$ cat src/hdl/octave_perlin_noise_2d_core_assert.svh
// Assertion macros for the octave Perlin noise core.
// Depends on signals named clock and reset in the including module.
`ifndef OCTAVE_PERLIN_NOISE_2D_CORE_ASSERT_SVH
`define OCTAVE_PERLIN_NOISE_2D_CORE_ASSERT_SVH

// cause followed by effect a fixed number of cycles later
`define OPN_ASSERT_AFTER(label, cause, n, effect) \
   label: assert property (@(posedge clock) disable iff (reset) (cause) |-> ##n (effect)) \
      else $error("latency check failed");

// condition implies consequence in the same cycle
`define OPN_ASSERT_NOW(label, cond, cons) \
   label: assert property (@(posedge clock) disable iff (reset) (cond) |-> (cons)) \
      else $error("consistency check failed");

`endif

$ cat src/hdl/opn_pkg.sv
// Shared constants, types and helpers for the octave Perlin noise core.
// No dependencies.
`timescale 1ns / 1ps
package opn_pkg;
   localparam int TABLE_SIZE      = 256;
   localparam int IDX_W           = 8;
   localparam int OCT_SEL_W       = 3;
   localparam int COUNT_W         = 4;
   localparam int OUT_W           = 26;
   localparam int DEF_MAX_OCTAVES = 8;
   localparam int DEF_FRAC_BITS   = 16;
   localparam int LANE_LAT        = 6;
   localparam logic [COUNT_W-1:0] COUNT_RESET = 4'd8;
   localparam logic [31:0] GRAD_X_BITS = 32'h4655_2222;
   localparam logic [31:0] GRAD_Y_BITS = 32'h2222_550A;
   localparam logic MODE_LOAD = 1'b0;
   localparam logic MODE_EVAL = 1'b1;

   typedef struct packed {
      logic                 en;
      logic [OCT_SEL_W-1:0] octave;
      logic [IDX_W-1:0]     addr;
      logic [IDX_W-1:0]     data;
   } tbl_wr_type;

   function automatic logic [1:0] grad_code(input logic [3:0] h, input logic [31:0] bits);
      return bits[{h, 1'b0} +: 2];
   endfunction
endpackage

$ cat src/hdl/opn_sum.sv
// Octave weighting, summation and output saturation, two register stages.
// Depends on opn_pkg.
`timescale 1ns / 1ps
module opn_sum #(
   parameter int MAX_OCTAVES = opn_pkg::DEF_MAX_OCTAVES,
   parameter int FRAC_BITS   = opn_pkg::DEF_FRAC_BITS
) (
   input  logic                              clock,
   input  logic                              reset,
   input  logic                              in_valid,
   input  logic [opn_pkg::COUNT_W-1:0]       count,
   input  logic signed [FRAC_BITS+5:0]       noise [MAX_OCTAVES],
   output logic                              out_valid,
   output logic signed [opn_pkg::OUT_W-1:0]  out_sum
);
   localparam int QW = FRAC_BITS + 6;
   localparam int SW = QW + MAX_OCTAVES + 5;
   localparam logic signed [SW-1:0] SMAX = SW'((64'sd1 <<< (opn_pkg::OUT_W - 1)) - 1);
   localparam logic signed [SW-1:0] SMIN = SW'(-(64'sd1 <<< (opn_pkg::OUT_W - 1)));

   logic signed [SW-1:0] term_ff [MAX_OCTAVES];
   logic                 va_ff, vb_ff;
   logic signed [opn_pkg::OUT_W-1:0] sum_ff;
   logic signed [SW-1:0] total;
   int                   eff;

   always_comb begin
      eff = (int'(count) > MAX_OCTAVES) ? MAX_OCTAVES : int'(count);
      total = '0;
      for (int i = 0; i < MAX_OCTAVES; i++) begin
         total = total + term_ff[i];
      end
   end

   always_ff @(posedge clock) begin
      if (reset) begin
         va_ff <= 1'b0;
         vb_ff <= 1'b0;
      end else begin
         va_ff <= in_valid;
         vb_ff <= va_ff;
      end
      for (int i = 0; i < MAX_OCTAVES; i++) begin
         term_ff[i] <= (i < eff) ? (SW'(noise[i]) <<< i) : '0;
      end
      if (total > SMAX) begin
         sum_ff <= opn_pkg::OUT_W'(SMAX);
      end else if (total < SMIN) begin
         sum_ff <= opn_pkg::OUT_W'(SMIN);
      end else begin
         sum_ff <= opn_pkg::OUT_W'(total);
      end
   end

   assign out_valid = vb_ff;
   assign out_sum   = sum_ff;
endmodule

$ cat config.mk
export PLATFORM = sky130hd
export DESIGN_NAME = opn_sum
export DESIGN_NICKNAME = d
export VERILOG_FILES = /design/src/hdl/octave_perlin_noise_2d_core_assert.svh /design/src/hdl/opn_pkg.sv /design/src/hdl/opn_sum.sv
export SDC_FILE = /design/constraint.sdc
export NUM_CORES = 1
export LEC_CHECK = 0
export ABC_AREA = 1
export BUFFER_PORTS_ARGS = -buffer_cell sky130_fd_sc_hd__buf_2
export CAP_MARGIN = 20
export CELL_PAD_IN_SITES_DETAIL_PLACEMENT = 1
export CELL_PAD_IN_SITES_GLOBAL_PLACEMENT = 2
export CORE_ASPECT_RATIO = 1.1
export CORE_UTILIZATION = 35
export CTS_CLUSTER_DIAMETER = 150
export DETAILED_ROUTE_END_ITERATION = 6
export PLACE_DENSITY = 0.95
export SLEW_MARGIN = 20
export SYNTH_ARGS = -nofsm -noshare
export SYNTH_HDL_FRONTEND = slang
export SYNTH_SLANG_ARGS = --single-unit
$ cat constraint.sdc
create_clock -name clock -period 12.3 [get_ports clock]
set_input_delay 1.23 -clock clock [delete_from_list [all_inputs] [get_ports clock]]
set_output_delay 1.23 -clock clock [all_outputs]
set_load 0.05 [all_outputs]
**Word-level counts from Yosys, hierarchy flattened**

Memory sizes are Yosys's and may differ from the RTL's.
Cells that the tools add are included.

- Add/sub/neg operators: 7
- Magnitude comparators: 11
- Muxes and demuxes: 10

Operators with widths:

| kind | count |
|---|---|
| $mux W35 | 8 |
| $add A35 B35 Y35 | 7 |
| $gt A35 B26 Y1 const B | 1 |
| $lt A35 B26 Y1 const B | 1 |
| $mux W26 | 1 |
| $lt A3 B4 Y1 const A | 4 |
| $lt A1 B4 Y1 const A | 2 |
| $lt A2 B4 Y1 const A | 2 |
| $gt A4 B4 Y1 const B | 1 |
| $mux W4 | 1 |

- Bits in registers: 28
- Bits in writable memories: 280
- Bits of input ports: 183
- Output and inout bits: 27
- Word-level logic and storage cells: 32
- Memories: 1

Memory list:

| name | depth | width | read ports | clocked after Yosys merged registers in | write ports | RTL line | text |
|---|---|---|---|---|---|---|---|
| term_ff | 8 | 35 | 8 | 0 | 8 | opn_sum.sv:21 | `logic signed [SW-1:0] term_ff [MAX_OCTAVES];` |

**Longest topological paths before layout**

An unclocked memory read counts as a cell.

- Depth after elaboration: 10
- Depth in mapped cells: 25
- Gate-level depth less buffers: 24

**Worst setup path before layout**

OpenSTA, ideal clock, no wires.

- Path kind: flip-flop to flip-flop
- Start point: mem term_ff[0][34] in the netlist's numbering
- End point: reg sum_ff (netlist bit out_sum[0])
- Setup time: 0.112 ns
- Data arrival time: 4.336 ns
- Data required time: 12.188 ns
- Setup slack: 7.851 ns
- Cell stages (with the launch flop): 22
- Buffers on the path: 1
- Path through: dfxtp_1 -> inv_1 -> fa_1 -> inv_1 -> fa_1 -> fa_1 -> inv_1 -> fa_1 -> inv_1 -> ha_1 -> nand2_1 -> nor2_1 -> nand2_1 -> nor2_1 -> nand2_1 -> nand3_1 -> nand2_1 -> nand2_1 -> nand4_1 -> o21ai_4 -> buf_6 -> nand2_1

RTL lines:

| what | RTL line | text |
|---|---|---|
| from (decl) | opn_sum.sv:21 |  |
| to (signal assigned) | opn_sum.sv:47 | `sum_ff <= opn_pkg::OUT_W'(SMAX);` |
| to (signal assigned) | opn_sum.sv:49 | `sum_ff <= opn_pkg::OUT_W'(SMIN);` |
| to (signal assigned) | opn_sum.sv:51 | `sum_ff <= opn_pkg::OUT_W'(total);` |
| to (decl) | opn_sum.sv:23 | `logic signed [opn_pkg::OUT_W-1:0] sum_ff;` |

==> load_flow_metrics.sql <==
INSERT INTO impl_metrics (metric_group, metric, value, unit) VALUES
('clocking', 'quantity_of_hold_fixing_buffers_added_after_cts', '0', ''),
('logic_synthesis', 'synthDistinctLibCells', '29', ''),
('timing', 'minimum_setup_slack_in_the_final_design', '7060', 'ps'),
('logic_synthesis', 'yosys_warnings', '0', ''),
('critical_path', 'critPathKind', 'flop to flop', ''),
('outcome', 'status', 'complete, no violations', ''),
('drt', 'routedWlPerCell', '14.2', 'um'),
('floorplan', 'dieArea', '35700', 'um2'),
('placed_design', 'hpwlAfterDp', '25.7', 'mm'),
('finish', 'areaGrowthSynthToFinish', '19.1', '%'),
('logic_synthesis', 'ys_seq_elements', '204', ''),
('clocking', 'cts_repair_resize_count', '0', ''),
('floorplan', 'pin_count', '210', ''),
('floorplan', 'core', '34300', 'um2'),
('critical_path', 'timing.critical_path.from_type', 'flop', ''),
('placed_design', 'placement.io_buffers', '209', ''),
('grt', 'global_routing_usage_summed_across_all_routing_layers', '0.189', ''),
('flow_run', 'maxCapViolations', '0', ''),
('critical_path', 'end_kind', 'flop', ''),
('timing', 'maxSlewHeadroom', '0.544', ''),
('drt', 'detail_route.drc_violations', '0', ''),
('clocking', 'tritoncts', 'done', ''),
('placed_design', 'place_ws', '7050', 'ps'),
('drt', 'vias', '9263', ''),
('clocking', 'postCtsSetupRepairBufs', '0', ''),
('timing', 'hold_viol_final', '0', ''),
('drt', 'met1_length', '13.8', 'mm'),
('clocking', 'ctsHtreeMaxLevel', '1', ''),
('floorplan', 'die_y', '198', 'um'),
('critical_path', 'critical_path_peak_fanout', '25', ''),
('grt', 'grt-ovfl-total', '0', ''),
('logic_synthesis', 'syn_area', '12200', 'um2'),
('timing', 'max_freq', '191', 'MHz'),
('clocking', 'clk_root_buffer_cell', 'clkbuf_16', ''),
('logic_synthesis', 'mappedNetlistNets', '1931', ''),
('logic_synthesis', 'post_synth_main_area_contributors', 'dfxtp_1 (33%), fa_1 (24%), inv_1 (19%), nand2_1 (8.7%), nor2_1 (5.3%)', ''),
('clocking', 'cts_num_sinks', '204', ''),
('finish', 'layout-drive-gt1-share', '0.154', ''),
('floorplan', 'core.rowCount', '71', ''),
('logic_synthesis', 'synth_top_area_cell', 'dfxtp_1', ''),
('drt', 'maxUsedRoutingLayer', 'met4', ''),
('timing', 'setup_tns', '0', 'ps'),
('timing', 'rsz_0062_raised_after_global_routing', 'false', ''),
('drt', 'met2_length', '16.3', 'mm'),
('logic_synthesis', 'synthCells', '1563', ''),
('grt', 'grt_max_degree', '27', ''),
('grt', 'number_of_global_route_vias_before_repair', '10641', ''),
('grt', 'antenna_found_initial', '1', ''),
('drt', 'finalWirelength', '31.8', 'mm'),
('timing', 'timing_worst_slew_pin_value', '683', 'ps'),
('logic_synthesis', 'synthesis.area_per_instance', '7.82', 'um2'),
('finish', 'utilization', '0.425', ''),
('timing', 'finalSetupViolCount', '0', ''),
('critical_path', 'worst_ep_required_time', '12680', 'ps'),
('drt', 'met3WireLength', '1.16', 'mm'),
('timing', 'finalCritPeriodShare', '0.426', ''),
('clocking', 'number_of_clock_buffers_inserted_by_tritoncts', '23', ''),
('min_path', 'timing.hold.worst.class', 'flop to flop', ''),
('drt', 'dr.pass1.iters', '4', ''),
('timing', 'post-route-min-period', '5240', 'ps'),
('floorplan', 'start_util', '0.357', ''),
('timing', 'report.final.slew_viol_count', '0', ''),
('logic_synthesis', 'synth_sequential_area_ratio', '0.334', ''),
('logic_synthesis', 'yosysTopAreaCellShare', '0.334', ''),
('critical_path', 'worstPathArrival', '5620', 'ps'),
('logic_synthesis', 'synth_flop_cell', 'dfxtp_1', ''),
('grt', 'first_pass_grt_wire_length', '52.8', 'mm'),
('clocking', 'clockBufferDepth', '3', ''),
('logic_synthesis', 'synth_edf_count', '0', ''),
('placed_design', 'global_placement_routability_congestion', '0.883', ''),
('timing', 'clock-skew-final', '19.3', 'ps'),
('finish', 'net_count_reported_at_finish', '2150', ''),
('drt', 'drt_iter0_drc', '196', ''),
('clocking', 'clock_latency_on_the_worst_skew_pair', '530', 'ps'),
('clocking', 'clk_transition_reported_paths', '60', 'ps'),
('finish', 'filler_cell_count', '4295', ''),
('drt', 'ant_nets', '0', ''),
('floorplan', 'fp.dieW', '180', 'um'),
('drt', 'post_dr_vias_cell', '4.14', ''),
('logic_synthesis', 'async_reset_ff_frac', '0', '');
[flip-flops by register name, summed over array words and instances (netlist names)]
name / cells
out_valid: 1
va_ff: 1
term_ff: 176
out_sum: 26
[path summary, 6_finish.rpt]
kind | from | endpoint | slack, ps | cells past startpoint
worst max-delay path | term_ff[0][34] | out_sum[2] | 7060 | 20
worst min-delay path | va_ff | out_valid | 410 | 2
worst max register to register | term_ff[0][34] | out_sum[2] | 7060 | 20
worst min register to register | va_ff | out_valid | 410 | 2
[layout make-up]
class,count,area [um2],share of cell area
Clock buffer,35,681,0.0467
Inverter,609,2290,0.157
Multi-Input combinational cell,728,5760,0.396
Timing Repair Buffer,216,1110,0.0759
Antenna cell,1,2.50,0.000172
Tap cell,438,548,0.0376
Clock inverter,7,95.1,0.00653
Sequential cell,204,4080,0.280
[critical path: stages (launching register included)]
cell     delay, ps
dfxtp_1        410
inv_1          220
fa_1           550
inv_1           50
fa_1           480
fa_1           570
inv_1           70
fa_1           540
inv_1           40
ha_1           360
nand2_1        120
nor2_1         240
nand2_1        120
nor2_1         100
nand2_1         80
nand3_1        110
nand2_1         60
nand2_1        100
nand4_1        170
o21ai_4        570
nand2_1        130
[logic make-up after synthesis]
group | after synthesis | synth area share
xor+xnor | 18 | 0.0129
fa+ha+maj | 185 | 0.281
flops | 204 | 0.334
simple gates | 499 | 0.162
buf+inv | 631 | 0.196
compound gates | 26 | 0.0142
[through the flow]
step | cells | hold slack (ps) | instance area (um2)
floorplan | 1563 | 388 | 12200
finish | 2238 | 409 | 14600
global route | 2237 | 447 | 14600
detailed placement | 2194 | 405 | 13800
global placement | 2194 | 394 | 13800
CTS | 2236 | 415 | 14500
[per-layer routing]
| metal | vias up | track usage |
|---|---|---|
| li1 | 4637 | - |
| met1 | 4416 | 0.225 |
| met2 | 175 | 0.354 |
| met3 | 35 | 0.0248 |
| met4 | 0 | 0.0487 |
| met5 | - | 0 |
[synthesized netlist by cell type, drive strengths merged, types with 8 or more instances]
cell type / n
nand2: 289
a21oi: 13
nand4: 8
xor2: 11
ha: 36
dfxtp: 204
clkbuf: 17
nand3: 19
inv: 609
nor2: 180
a31oi: 8
fa: 149
[placed cells by master (no fill, tap or decap), drive strengths merged]
cell / synthesis / layout
a21o: 1 / 1
xor2: 11 / 11
clkbuf: 17 / 35
nand3: 19 / 19
nand2: 289 / 289
nor2: 180 / 180
a21oi: 13 / 13
nand4: 8 / 8
nor3: 1 / 1
o21bai: 1 / 1
fa: 149 / 149
buf: 5 / 216
dfxtp: 204 / 204
o21ai: 2 / 2
clkinvlp: 0 / 1
nand3b: 2 / 2
bufinv: 0 / 2
inv: 609 / 611
clkinv: 0 / 2
a31oi: 8 / 8
xnor2: 7 / 7
o21a: 1 / 1
ha: 36 / 36
diode: 0 / 1
Power is left out: the tool's default activity adds up to more than one toggle a clock period on the data nets, which glitch-free logic cannot reach.
